## config.mk

```make
export PLATFORM = sky130hd
export DESIGN_NAME = golomb_bit_serial_decoder_core
export DESIGN_NICKNAME = d
export VERILOG_FILES = /design/src/gbsd_pkg.sv /design/src/gbsd_parse.sv /design/src/golomb_bit_serial_decoder_core.sv
export VERILOG_INCLUDE_DIRS = /design/src /design/src/src
export SDC_FILE = /design/constraint.sdc
export NUM_CORES = 1
export LEC_CHECK = 0
export ABC_AREA = 1
export ABC_CLOCK_PERIOD_IN_PS = 8000
export BUFFER_PORTS_ARGS = -buffer_cell sky130_fd_sc_hd__buf_4
export CORE_MARGIN = 4
export CORE_UTILIZATION = 50
export DETAILED_ROUTE_END_ITERATION = 8
export PLACE_DENSITY = 0.69
export SLEW_MARGIN = 20
export SYNTH_ARGS = -nofsm -noshare
export SYNTH_HDL_FRONTEND = slang
export SYNTH_HIERARCHICAL = 1
export SYNTH_SLANG_ARGS = --single-unit
export TNS_END_PERCENT = 20
```

## constraint.sdc

```tcl
create_clock -name clock -period 8 [get_ports clock]
set_clock_uncertainty 0.2 [all_clocks]
set_input_delay 1.2 -clock clock [delete_from_list [all_inputs] [get_ports clock]]
set_output_delay 1.2 -clock clock [all_outputs]
set_load 0.005 [all_outputs]
```

## src/assert_macros.svh

```systemverilog
// ----------------------------------------------------------------------------
// assertion macros
// shared concurrent assertion wrappers, compiled out with ASSERT_OFF
// ----------------------------------------------------------------------------
`ifndef ASSERT_MACROS_SVH
`define ASSERT_MACROS_SVH

`ifndef ASSERT_OFF
`define ASSERT_PROP(lbl, clk, rst, prop) \
   lbl: assert property (@(posedge clk) disable iff (rst) prop) \
      else $error("assertion failed");
`define ASSERT_NEVER(lbl, clk, rst, expr) \
   lbl: assert property (@(posedge clk) disable iff (rst) !(expr)) \
      else $error("forbidden condition");
`else
`define ASSERT_PROP(lbl, clk, rst, prop)
`define ASSERT_NEVER(lbl, clk, rst, expr)
`endif

`endif

```

## src/gbsd_pkg.sv

```systemverilog
// ----------------------------------------------------------------------------
// gbsd_pkg
// types, widths and divisor setup shared by the golomb decoder modules
// ----------------------------------------------------------------------------
package gbsd_pkg;

   localparam int DIVISOR_BITS  = 16;
   localparam int QUOTIENT_BITS = 16;
   localparam int COUNT_BITS    = 5;
   localparam int VALUE_BITS    = 32;

   localparam logic [DIVISOR_BITS-1:0]  DIVISOR_RESET = 16'd5;
   localparam logic [QUOTIENT_BITS-1:0] QUOTIENT_MAX  = '1;

   typedef enum logic [1:0] {
      PH_UNARY  = 2'b01,
      PH_REMAIN = 2'b10
   } phase_type;

   typedef struct packed {
      logic [DIVISOR_BITS-1:0] divisor;
      logic [COUNT_BITS-1:0]   width;
      logic [DIVISOR_BITS-1:0] cutoff;
   } div_cfg_type;

   typedef struct packed {
      logic                     emit;
      logic [QUOTIENT_BITS-1:0] quotient;
      logic [DIVISOR_BITS-1:0]  remainder;
      logic                     overflow;
   } word_evt_type;

   function automatic div_cfg_type calc_cfg(input logic [DIVISOR_BITS-1:0] d);
      div_cfg_type             c;
      logic [DIVISOR_BITS-1:0] dm1;
      logic [DIVISOR_BITS:0]   pow;
      c.divisor = (d == '0) ? DIVISOR_BITS'(1) : d;
      dm1       = c.divisor - DIVISOR_BITS'(1);
      c.width   = '0;
      for (int i = 0; i < DIVISOR_BITS; i++) begin
         if (dm1[i]) begin
            c.width = COUNT_BITS'(i + 1);
         end
      end
      pow      = (DIVISOR_BITS+1)'(1) << c.width;
      c.cutoff = DIVISOR_BITS'(pow - {1'b0, c.divisor});
      return c;
   endfunction

endpackage

```

## src/gbsd_parse.sv

```systemverilog
// ----------------------------------------------------------------------------
// gbsd_parse
// codeword parser: unary quotient run, then truncated binary remainder
// ----------------------------------------------------------------------------
`include "assert_macros.svh"

module gbsd_parse (
   input  logic                 clock,
   input  logic                 reset,
   input  logic                 accept,
   input  logic                 code_bit,
   input  gbsd_pkg::div_cfg_type cfg,
   output gbsd_pkg::word_evt_type evt
);

   gbsd_pkg::phase_type                     phase_ff, phase_in;
   logic [gbsd_pkg::QUOTIENT_BITS-1:0]      quot_ff, quot_in;
   logic [gbsd_pkg::DIVISOR_BITS-1:0]       acc_ff, acc_in;
   logic [gbsd_pkg::COUNT_BITS-1:0]         bits_ff, bits_in;
   logic                                    sat_ff, sat_in;

   logic [gbsd_pkg::DIVISOR_BITS-1:0]       acc_next;
   logic [gbsd_pkg::COUNT_BITS-1:0]         bits_next;

   assign acc_next  = {acc_ff[gbsd_pkg::DIVISOR_BITS-2:0], code_bit};
   assign bits_next = bits_ff + gbsd_pkg::COUNT_BITS'(1);

   always_comb begin
      phase_in      = phase_ff;
      quot_in       = quot_ff;
      acc_in        = acc_ff;
      bits_in       = bits_ff;
      sat_in        = sat_ff;
      evt.emit      = 1'b0;
      evt.quotient  = quot_ff;
      evt.remainder = '0;
      evt.overflow  = sat_ff;
      if (accept) begin
         unique case (phase_ff)
            gbsd_pkg::PH_UNARY: begin
               if (code_bit) begin
                  if (quot_ff == gbsd_pkg::QUOTIENT_MAX) begin
                     sat_in = 1'b1;
                  end else begin
                     quot_in = quot_ff + gbsd_pkg::QUOTIENT_BITS'(1);
                  end
               end else if (cfg.width == '0) begin
                  evt.emit = 1'b1;
               end else begin
                  phase_in = gbsd_pkg::PH_REMAIN;
                  acc_in   = '0;
                  bits_in  = '0;
               end
            end
            default: begin
               acc_in  = acc_next;
               bits_in = bits_next;
               if (bits_next >= cfg.width) begin
                  evt.emit      = 1'b1;
                  evt.remainder = (acc_next >= cfg.cutoff) ? acc_next - cfg.cutoff
                                                           : acc_next;
               end else if (bits_next == cfg.width - gbsd_pkg::COUNT_BITS'(1)
                            && acc_next < cfg.cutoff) begin
                  evt.emit      = 1'b1;
                  evt.remainder = acc_next;
               end
            end
         endcase
         if (evt.emit) begin
            phase_in = gbsd_pkg::PH_UNARY;
            quot_in  = '0;
            acc_in   = '0;
            bits_in  = '0;
            sat_in   = 1'b0;
         end
      end
   end

   always_ff @(posedge clock) begin
      if (reset) begin
         phase_ff <= gbsd_pkg::PH_UNARY;
         quot_ff  <= '0;
         acc_ff   <= '0;
         bits_ff  <= '0;
         sat_ff   <= 1'b0;
      end else begin
         phase_ff <= phase_in;
         quot_ff  <= quot_in;
         acc_ff   <= acc_in;
         bits_ff  <= bits_in;
         sat_ff   <= sat_in;
      end
   end

   `ASSERT_PROP(a_sat_at_max, clock, reset, sat_ff |-> quot_ff == gbsd_pkg::QUOTIENT_MAX)
   `ASSERT_NEVER(a_acc_fits, clock, reset, (acc_ff >> bits_ff) != '0)
   `ASSERT_NEVER(a_emit_idle, clock, reset, evt.emit && !accept)

endmodule

```

## src/golomb_bit_serial_decoder_core.sv

```systemverilog
// ----------------------------------------------------------------------------
// golomb_bit_serial_decoder_core
// golomb decoder taking one code bit per word, truncated binary remainder
// ----------------------------------------------------------------------------
// req channel: one code bit per word, unary ones first, then a zero, then
//    the remainder bits msb first; codewords follow back to back
// rsp channel: one word per finished codeword with value = q * m + r and
//    the overflow flag of a saturated quotient run
// csr channel: writes the divisor m; csr_ready is always high, and a write
//    sets up the remainder width and cutoff for the following bits
// throughput: one code bit per cycle while req_stall is low; the parser and the q * m + r
//    multiply-add sit between the bit input and the rsp register
// output: the rsp word is registered and valid in the cycle after the bit that ends it
// stall: a stalled rsp word holds; req_stall rises only while a rsp word
//    waits under rsp_stall
// reset: divisor returns to 5, the parser restarts at a fresh codeword and
//    the rsp register is emptied
// ----------------------------------------------------------------------------
`include "assert_macros.svh"

module golomb_bit_serial_decoder_core (
   input  logic                               clock,
   input  logic                               reset,
   input  logic                               req_valid,
   output logic                               req_stall,
   input  logic                               req_code_bit,
   output logic                               rsp_valid,
   input  logic                               rsp_stall,
   output logic [gbsd_pkg::VALUE_BITS-1:0]    rsp_value,
   output logic                               rsp_overflow,
   input  logic                               csr_valid,
   output logic                               csr_ready,
   input  logic [gbsd_pkg::DIVISOR_BITS-1:0]  csr_divisor
);

   gbsd_pkg::div_cfg_type                cfg_ff, cfg_in;
   gbsd_pkg::word_evt_type               evt;
   logic                                 req_accept;
   logic                                 rsp_valid_ff, rsp_valid_in;
   logic [gbsd_pkg::VALUE_BITS-1:0]      value_ff, value_in;
   logic                                 ovf_ff, ovf_in;
   logic [gbsd_pkg::VALUE_BITS-1:0]      product;

   assign csr_ready  = 1'b1;
   assign req_stall  = rsp_valid_ff & rsp_stall;
   assign req_accept = req_valid & ~req_stall;

   assign cfg_in = (csr_valid && csr_ready) ? gbsd_pkg::calc_cfg(csr_divisor) : cfg_ff;

   gbsd_parse u_parse (
      .clock    (clock),
      .reset    (reset),
      .accept   (req_accept),
      .code_bit (req_code_bit),
      .cfg      (cfg_ff),
      .evt      (evt)
   );

   assign product = gbsd_pkg::VALUE_BITS'(
      {{(gbsd_pkg::VALUE_BITS-gbsd_pkg::QUOTIENT_BITS){1'b0}}, evt.quotient} *
      {{(gbsd_pkg::VALUE_BITS-gbsd_pkg::DIVISOR_BITS){1'b0}}, cfg_ff.divisor});

   always_comb begin
      rsp_valid_in = rsp_valid_ff & rsp_stall;
      value_in     = value_ff;
      ovf_in       = ovf_ff;
      if (evt.emit) begin
         rsp_valid_in = 1'b1;
         value_in     = product + gbsd_pkg::VALUE_BITS'(evt.remainder);
         ovf_in       = evt.overflow;
      end
   end

   always_ff @(posedge clock) begin
      if (reset) begin
         cfg_ff       <= gbsd_pkg::calc_cfg(gbsd_pkg::DIVISOR_RESET);
         rsp_valid_ff <= 1'b0;
      end else begin
         cfg_ff       <= cfg_in;
         rsp_valid_ff <= rsp_valid_in;
      end
   end

   always_ff @(posedge clock) begin
      value_ff <= value_in;
      ovf_ff   <= ovf_in;
   end

   assign rsp_valid    = rsp_valid_ff;
   assign rsp_value    = value_ff;
   assign rsp_overflow = ovf_ff;

   `ASSERT_PROP(a_emit_shows, clock, reset, evt.emit |=> rsp_valid_ff)
   `ASSERT_NEVER(a_no_overwrite, clock, reset, evt.emit && rsp_valid_ff && rsp_stall)
   `ASSERT_PROP(a_cutoff_below, clock, reset, cfg_ff.cutoff < cfg_ff.divisor)

endmodule

```

==> flow_summary.toml, run 1 <==
[grt]
overflow = 0
grt_pass1_vias = 13700
antenna_found_initial = 0
grt_use_total = 0.2227
grt_max_degree = 54
grt_pass1_wl_mm = 65.14

[cts]
cts.sinks = 110
clock_latency_ps = 370
cts_tree = "built"
numCtsBuffers = 9
cts.clk_slew.worst_paths_ps = 80
htree_levels = 3
postCtsHoldBufs = 0
clock_path_buffers = 2
cts_root_buf = "clkbuf_16"

[place]
port_buffers = 56
placed_cells = 2519
gp_congestion = 0.9135
hpwlAfterDp_mm = 29.65
placed_area_mm2 = 0.01677
pre_cts_slack_ps = -35.93

[worst_setup_path]
arrival_ps = 7430
slowest_stage = "fa_1"
cp-start-kind = "input port"
cp_slowest_stage_delay_ps = 550
cp.required_ps = 7920
cp_num_buf_inv = 11
crit_fanout = 6
endpoint_kind = "flop"
worstSetupPathType = "input port to flop"
crit_family = "adder cells"
crit_top_cell = "inv_1"

[flow_run]
maxCapViolations = 0

[logic_synthesis]
synth_nets = 2511
ys_types = 52
avgSynthCellArea_um2 = 7.533
ys_ff_latch = 110
yosysSeqAreaShare = 0.1578
synth_warnings = 6
synth_area_mm2 = 0.01605
synth_cells = 2130

[sta]
max_freq_mhz = 133.1
layout_min_cycle_time_ps = 7512
finalHoldViolCount = 0
final_max_slew_viol_count = 0
setup_ws_ps = 487.8
finalCritPeriodShare = 0.9390
worstMarginPinSlew_ps = 1054
slew_headroom = 0.2961
rsz0062_at_grt = "false"
setup_viol = 0

[pwr]
p_per_area_mw_per_mm2 = 88.04
p_sw_frac = 0.3580
p_seq_frac = 0.446
internal-power_mw = 0.9681
p_comb_frac = 0.238
p_leak_nw = 9.026
clockPowerShare = 0.317
p_sw_mw = 0.5399
peakVddDrop_uv = 96.99

[floorplanning]
core-area_mm2 = 0.03164
die_area_mm2 = 0.03502
die_w_um = 187.1
fp.dieH_um = 187.1
rows = 65
ios = 58
start_util = 0.5072

[drt]
drt_pass1_iterations = 5
drc = 0
wl_per_cell_um = 14.72
wl_mm = 37.39
drt_first_iter_violations = 904
vias = 13210
antenna_left = 0
via_per_inst = 5.201

[layout]
area_delta_synth_final_pct = 6.745
fin_nets = 2514
design_area_mm2 = 0.01713
drive_gt1_frac = 0.08279
n_antenna_cell = 0
stdcell_count = 2540
final_cell_mix = "510 x nand2_1, 489 x inv_1, 212 x fa_1"
final_common_cell = "nand2_1"
fillCellCount = 2985

[status]
status = "finished clean"

[min_path]
hold_class = "flop to flop"
state kept, by name, summed over array words and instances (netlist names), 2 cells and up:
register / flops
u_parse/phase_ff: 2
u_parse/quot_ff: 16
cfg_ff: 37
rsp_value: 32
u_parse/bits_ff: 5
u_parse/acc_ff: 15
power by group through the flow:
stage / Combinational [mW] / Sequential [mW] / Clock (mW)
after detailed placement: 0.355 / 0.684 / 0
after CTS: 0.357 / 0.672 / 0.490
final: 0.358 / 0.672 / 0.477
after floorplan: 0.277 / 0.642 / 0
after global routing: 0.408 / 0.678 / 0.506
after global placement: 0.348 / 0.683 / 0
kinds of logic after synthesis:
group	count (synthesis)	synth area share
and+or+nand+nor	734	0.1910
buffers and inverters	604	0.1451
adders and majority gates	359	0.3791
AOI/OAI and AO/OA	249	0.08632
DFF	110	0.1578
xor gates and xnor gates	73	0.04032
other	1	0.0002337
layer usage:
metal,routed length [um],global-route usage
met5,0,0
met4,687,0.05603
met3,1954,0.02538
met2,18490,0.3919
met1,16260,0.2942
metrics by stage:
step | total power, mW | utilization | setup TNS, ps | hold slack [ps]
after floorplan | 0.9190 | - | 0 | 227.5
after global placement | 1.031 | 0.5300 | 0 | 249.7
after detailed placement | 1.039 | 0.5300 | -53.78 | 254.1
after CTS | 1.519 | 0.5395 | 0 | 267.4
after global routing | 1.593 | 0.5414 | 0 | 313.7
final | 1.508 | 0.5414 | 0 | 277.8
cell type report:
type / count / area (um2) / share of cell area
multi-input combinational: 1416 / 11210 / 0.6544
sequential: 110 / 2532 / 0.1479
inverter: 505 / 1901 / 0.1110
timing repair buffer: 90 / 675.6 / 0.03945
tap: 402 / 503.0 / 0.02937
clock buffer: 9 / 225.2 / 0.01315
clock inverter: 7 / 75.07 / 0.004383
timing repair inverter: 1 / 7.507 / 0.0004383
cells in the mapped netlist, drive strengths merged:
| cell type | count | area share |
|---|---|---|
| o211ai | 3 | 0.0014 |
| o21bai | 5 | 0.0026 |
| nand3b | 3 | 0.0014 |
| conb | 1 | 0.00023 |
| xnor2 | 26 | 0.014 |
| clkbuf | 76 | 0.018 |
| a31oi | 7 | 0.0027 |
| inv | 503 | 0.12 |
| dfxtp | 77 | 0.096 |
| edfxtp | 33 | 0.062 |
| nand2 | 518 | 0.12 |
| nor2 | 121 | 0.031 |
| nor4 | 3 | 0.0012 |
| and2 | 2 | 0.00078 |
| xor2 | 47 | 0.026 |
| nor3 | 13 | 0.0056 |
| o31ai | 1 | 0.00047 |
| o2111ai | 2 | 0.0011 |
| nand3 | 53 | 0.020 |
| or2 | 1 | 0.00039 |
| fa | 212 | 0.26 |
| o21a | 2 | 0.00094 |
| buf | 23 | 0.0091 |
| a21oi | 135 | 0.044 |
| o311ai | 1 | 0.00055 |
| nand4 | 18 | 0.0074 |
| clkinv | 2 | 0.00055 |
| o21ai | 75 | 0.024 |
| and3 | 2 | 0.00078 |
| a31o | 1 | 0.00055 |
| a211oi | 11 | 0.0051 |
| a21boi | 2 | 0.0014 |
| a21o | 4 | 0.0019 |
| ha | 147 | 0.11 |
what timing repair did:
| item | CTS | global route |
|---|---|---|
| gates resized for setup | 0 | 8 |
| setup buffers | 0 | 4 |
| hold endpoints to repair | 0 | 0 |
| endpoints found under the setup margin | 0 | 6 |
tightest hold or removal path, cell delays in order (launching register included):
cell and delay [ps]:
dfxtp_1 320, nand2_1 60, a21oi_1 50
worst paths after layout:
check / start / endpoint / slack, ps / cells past startpoint
worst max-delay path: req_code_bit / rsp_value[30] / 490 / 39
worst min-delay path: u_parse/phase_ff[1] / u_parse/phase_ff[1] / 280 / 2
worst max register to register: u_parse/bits_ff[0] / rsp_value[30] / 690 / 38
worst min register to register: u_parse/phase_ff[1] / u_parse/phase_ff[1] / 280 / 2
Note: power is estimated with default switching activity, not from simulation.
==> run 2: changes to the inputs <==
--- a/config.mk
+++ b/config.mk
@@ -9,6 +9,7 @@
 export ABC_AREA = 1
 export ABC_CLOCK_PERIOD_IN_PS = 8000
 export BUFFER_PORTS_ARGS = -buffer_cell sky130_fd_sc_hd__buf_4
+export CORE_ASPECT_RATIO = 1.25
 export CORE_MARGIN = 4
 export CORE_UTILIZATION = 50
 export DETAILED_ROUTE_END_ITERATION = 8
==> flow_summary.toml, run 2 (same netlist as run 1, synthesis figures left out) <==
[sta]
setup_viol = 0
slew_headroom = 0.3040
setup_tns_ps = 0
worstMarginPinSlew_ps = 1043
layout_min_cycle_time_ps = 7464
max_freq_mhz = 134.0
setup_ws_ps = 536.1
final_max_slew_viol_count = 0
finalCritPeriodShare = 0.9330
finalHoldViolCount = 0

[worst_setup_path]
endpoint_kind = "flop"
cp_slowest_stage_delay_ps = 550
crit_top_cell = "nand2_1"
worstSetupPathType = "input port to flop"
slowest_stage = "fa_1"
cp.required_ps = 7940
crit_family = "adder cells"
crit_fanout = 10
cp-start-kind = "input port"
cp_num_buf_inv = 11
arrival_ps = 7410

[grt]
antenna_found_initial = 0
grt_pass1_wl_mm = 64.74
grt_max_degree = 54
overflow = 0
grt_pass1_vias = 13460
grt_use_total = 0.2257

[place]
placed_cells = 2529
pre_cts_slack_ps = -6.929
gp_congestion = 0.9663
hpwlAfterDp_mm = 31.13
port_buffers = 56

[cts]
clock_path_buffers = 2
clock_latency_ps = 380
htree_levels = 3
cts_setup_buffers = 0
postCtsResizedCells = 0
cts.clk_slew.worst_paths_ps = 90
postCtsHoldBufs = 0
cts_tree = "built"
cts_root_buf = "clkbuf_16"
cts.sinks = 110
numCtsBuffers = 9

[layout]
final_cell_mix = "512 x nand2_1, 489 x inv_1, 212 x fa_1"
fin_nets = 2509
largest_reg_flops = 37
drive_gt1_frac = 0.07970
n_antenna_cell = 0
area_delta_synth_final_pct = 6.675
stdcell_count = 2545
regMostFlops = "cfg_ff"
final_common_cell = "nand2_1"
utilization = 0.5385

[floorplanning]
start_util = 0.5048
core-area_mm2 = 0.03179
fp.dieH_um = 208.3
ios = 58
die_w_um = 168.2
rows = 73
die_area_mm2 = 0.03504

[drt]
wl_per_cell_um = 15.13
wl_mm = 38.52
antenna_left = 0
drt_first_iter_violations = 740
drt_pass1_iterations = 5
drc = 0
vias = 13190
via_per_inst = 5.183

[min_path]
hold_class = "flop to flop"

[pwr]
p_per_area_mw_per_mm2 = 89.92
p_leak_nw = 9.009
peakVddDrop_uv = 85.28

[status]
status = "finished clean"

[flow_run]
maxCapViolations = 0
## run 2: area by class of cell
cell class	count	area (um2)
clock inverters	7	83.83
flip-flops and latches	110	2532
multi-input cells	1416	11220
inverters	505	1897
repair buffers	86	645.6
fillers	3071	14670
well taps	412	515.5
clock buffers	9	225.2
## run 2: worst reg2reg max path, delay by kind of cell, from the launching register on
family	cells	cell delay, ps
AO/OA/AOI/OAI	10	1490
adder cells (fa/ha/maj)	8	2760
buffers and inverters	10	960
flip-flops	1	440
AND/OR/NAND/NOR	12	1230
## run 2: report_power, final
group | switching (mW) | total (mW) | internal (mW) | leakage [nW]
Sequential | 0.0577 | 0.672 | 0.614 | 0.942
Clock | 0.253 | 0.504 | 0.251 | 0.155
Combinational | 0.233 | 0.363 | 0.130 | 7.91
## run 2: stage by stage
step / total power, mW / hold slack [ps] / instance area (um2)
CTS: 1.556 / 264.9 / 17080
floorplan: 0.9190 / 227.5 / 16050
detailed placement: 1.048 / 242.2 / 16770
global route: 1.627 / 286.4 / 17120
global placement: 1.041 / 240.9 / 16770
finish: 1.539 / 263.8 / 17120
## run 2: path summary, 6_finish.rpt
kind / slack (ps) / end / cells after the start / start
setup / recovery: 540 / rsp_value[31] / 42 / req_code_bit
hold / removal: 260 / u_parse/phase_ff[0] / 2 / u_parse/phase_ff[0]
setup reg to reg: 690 / rsp_value[31] / 40 / u_parse/bits_ff[0]
hold reg to reg: 260 / u_parse/phase_ff[0] / 2 / u_parse/phase_ff[0]
## run 2: routing by layer
| metal | GRT usage | share of wire |
|---|---|---|
| met1 | 0.2764 | 0.41 |
| met2 | 0.4039 | 0.51 |
| met3 | 0.03098 | 0.049 |
| met4 | 0.08203 | 0.035 |
| met5 | 0 | 0 |
==> run 3: changes to the inputs <==
--- a/config.mk
+++ b/config.mk
@@ -6,7 +6,7 @@
 export SDC_FILE = /design/constraint.sdc
 export NUM_CORES = 1
 export LEC_CHECK = 0
-export ABC_AREA = 1
+export ABC_AREA = 0
 export ABC_CLOCK_PERIOD_IN_PS = 8000
 export BUFFER_PORTS_ARGS = -buffer_cell sky130_fd_sc_hd__buf_4
 export CORE_ASPECT_RATIO = 1.25
==> flow_summary.toml, run 3 <==
[logic_synthesis]
yosysMostFrequentCell = "inv_1"
avgSynthCellArea_um2 = 8.733
ys_types = 85
yosysSeqAreaShare = 0.1604
yosysTopAreaCellShare = 0.2688
synth_warnings = 6
synthArstFlopShare = 0
ys_ff_latch = 110
synth_nets = 2189
synthFlopType = "dfxtp_1"
synth_cells = 1808
netlist_top_cells_count = "307 x inv_1, 212 x fa_1, 203 x nand2_1"
yosysTopAreaCell = "fa_1"
synthTopCellsByArea = "fa_1 27%, ha_1 12%, dfxtp_1 9.8%"
synth_area_mm2 = 0.01579
synth_edf_count = 33

[sta]
final_max_slew_viol_count = 0
setup_viol = 0
worstMarginPinSlew_ps = 972.6
hold_ws_ps = 303.6
slew_headroom = 0.3507
setup_ws_ps = 294.0
setup_tns_ps = 0
layout_min_cycle_time_ps = 7706
max_freq_mhz = 129.8
finalCritPeriodShare = 0.9633
finalHoldViolCount = 0

[cts]
clock_latency_ps = 390
cts_root_buf = "clkbuf_16"
postCtsHoldBufs = 0
clock_path_buffers = 2
cts.sinks = 110
htree_levels = 3
numCtsBuffers = 9
cts.clk_slew.worst_paths_ps = 90
cts_tree = "built"

[place]
hpwlAfterDp_mm = 29.47
port_buffers = 56
pre_cts_slack_ps = -502.5
placed_cells = 2252
placed_area_mm2 = 0.01682
gp_congestion = 0.8888

[grt]
grt_use_met1 = 0.2641
grt_max_degree = 66
overflow = 0
antenna_found_initial = 0
grt_pass1_vias = 12860
grt_use_total = 0.2174
met3_usage = 0.02495
met2_usage = 0.3977
grt_busiest_layer = "met2"
grt_pass1_wl_mm = 61.81

[drt]
wl_per_cell_um = 16.31
drc = 0
via_per_inst = 5.472
drt_first_iter_violations = 870
drt_pass1_iterations = 5
antenna_left = 0
vias = 12420
wl_mm = 37.03

[layout]
final_cell_mix = "307 x inv_1, 210 x fa_1, 203 x nand2_1"
design_area_mm2 = 0.01725
drive_gt1_frac = 0.09989
fin_nets = 2238
largest_reg_flops = 37
area_delta_synth_final_pct = 9.231
stdcell_count = 2270
regMostFlops = "cfg_ff"
final_common_cell = "inv_1"
utilization = 0.5550

[min_path]
min_from = "cfg_ff[8]"
whs_path_depth = 2
hold_class = "flop to flop"
worstHoldEndpoint = "cfg_ff[8]"

[floorplanning]
die_area_mm2 = 0.03451
start_util = 0.5081
ios = 58
die_w_um = 166.9
rows = 72
fp.dieH_um = 206.7
core-area_mm2 = 0.03108

[worst_setup_path]
worstSetupPathType = "input port to flop"
r2r_end = "rsp_value[30]"
crit_family = "adder cells"
cp-start-kind = "input port"
endpoint_kind = "flop"
r2r_cells = 30
r2r_slack_ps = 780
arrival_ps = 7650
crit_fanout = 6
crit_top_cell = "inv_1"
cp_slowest_stage_delay_ps = 550
cp_num_buf_inv = 8
r2r-start = "cfg_ff[1]"
cp.required_ps = 7950
slowest_stage = "fa_1"
startpoint = "req_code_bit"

[pwr]
peakVddDrop_uv = 88.38
p_per_area_mw_per_mm2 = 82.08
p_leak_nw = 7.963
power_mw = 1.416

[status]
status = "finished clean"

[flow_run]
maxCapViolations = 0
-- run 3: cell count changes after synthesis, moves of 29 or more --
cell	previous run	this run
nor2_1	106	138
and2_1	2	107
o21ai_0	68	38
xnor2_1	26	55
mux2i_1	0	43
inv_1	491	307
xor2_1	46	14
a21oi_1	131	53
nand2_1	512	203
-- run 3: area by class of cell --
| cell class | count | area, um2 |
|---|---|---|
| Sequential cell | 110 | 2532 |
| Timing Repair Buffer | 116 | 870.8 |
| Fill cell | 2840 | 13830 |
| Clock buffer | 9 | 225.2 |
| Multi-Input combinational cell | 1313 | 11850 |
| Clock inverter | 7 | 103.9 |
| Tap cell | 407 | 509.2 |
| Antenna cell | 1 | 2.502 |
| Inverter | 307 | 1152 |
-- run 3: cells by family (layout without fill, tap and decap cells) --
group / after synthesis / count (layout) / synth area share
AOI/OAI and AO/OA: 217 / 217 / 0.09438
xor gates and xnor gates: 70 / 70 / 0.03930
adders and majority gates: 360 / 360 / 0.3859
buffers and inverters: 385 / 439 / 0.09525
DFF: 110 / 110 / 0.1604
muxes: 44 / 44 / 0.02797
other: 1 / 2 / 0.0002375
and+or+nand+nor: 621 / 621 / 0.1966
-- run 3: worst max path at each step --
stage	slack, ps	to	cells past startpoint
after global placement	-190	rsp_value[30]	32
after detailed placement	-500	rsp_value[30]	32
after floorplan	100	rsp_value[30]	27
after global routing	-10	rsp_value[25]	31
after CTS	30	rsp_value[30]	33
final	290	rsp_value[30]	32
-- run 3: worst reg2reg max path: cells and delay by family (launching register included) --
| kind | cells | cell delay [ps] |
|---|---|---|
| xor gates and xnor gates | 1 | 50 |
| buffers and inverters | 7 | 670 |
| AOI/OAI and AO/OA | 11 | 2330 |
| and+or+nand+nor | 5 | 700 |
| adders and majority gates | 6 | 2600 |
| DFF | 1 | 450 |
-- run 3: layer usage --
layer  share of wire  wire length [um]
met2            0.51             19000
met3           0.031              1153
met4           0.028              1054
met1            0.43             15820
met5               0                 0
-- run 3: timing repair --
item | in CTS | in global routing
setup endpoints to repair | 1 | 5
setup buffers | 0 | 1
gates resized for setup | 2 | 19
pin swaps | 0 | 7
-- run 3: where the power goes --
part	leakage (nW)	internal (mW)	switching, mW	total (mW)
sequential	0.939	0.601	0.0429	0.644
clock	0.158	0.233	0.275	0.508
combinational	6.87	0.111	0.153	0.264
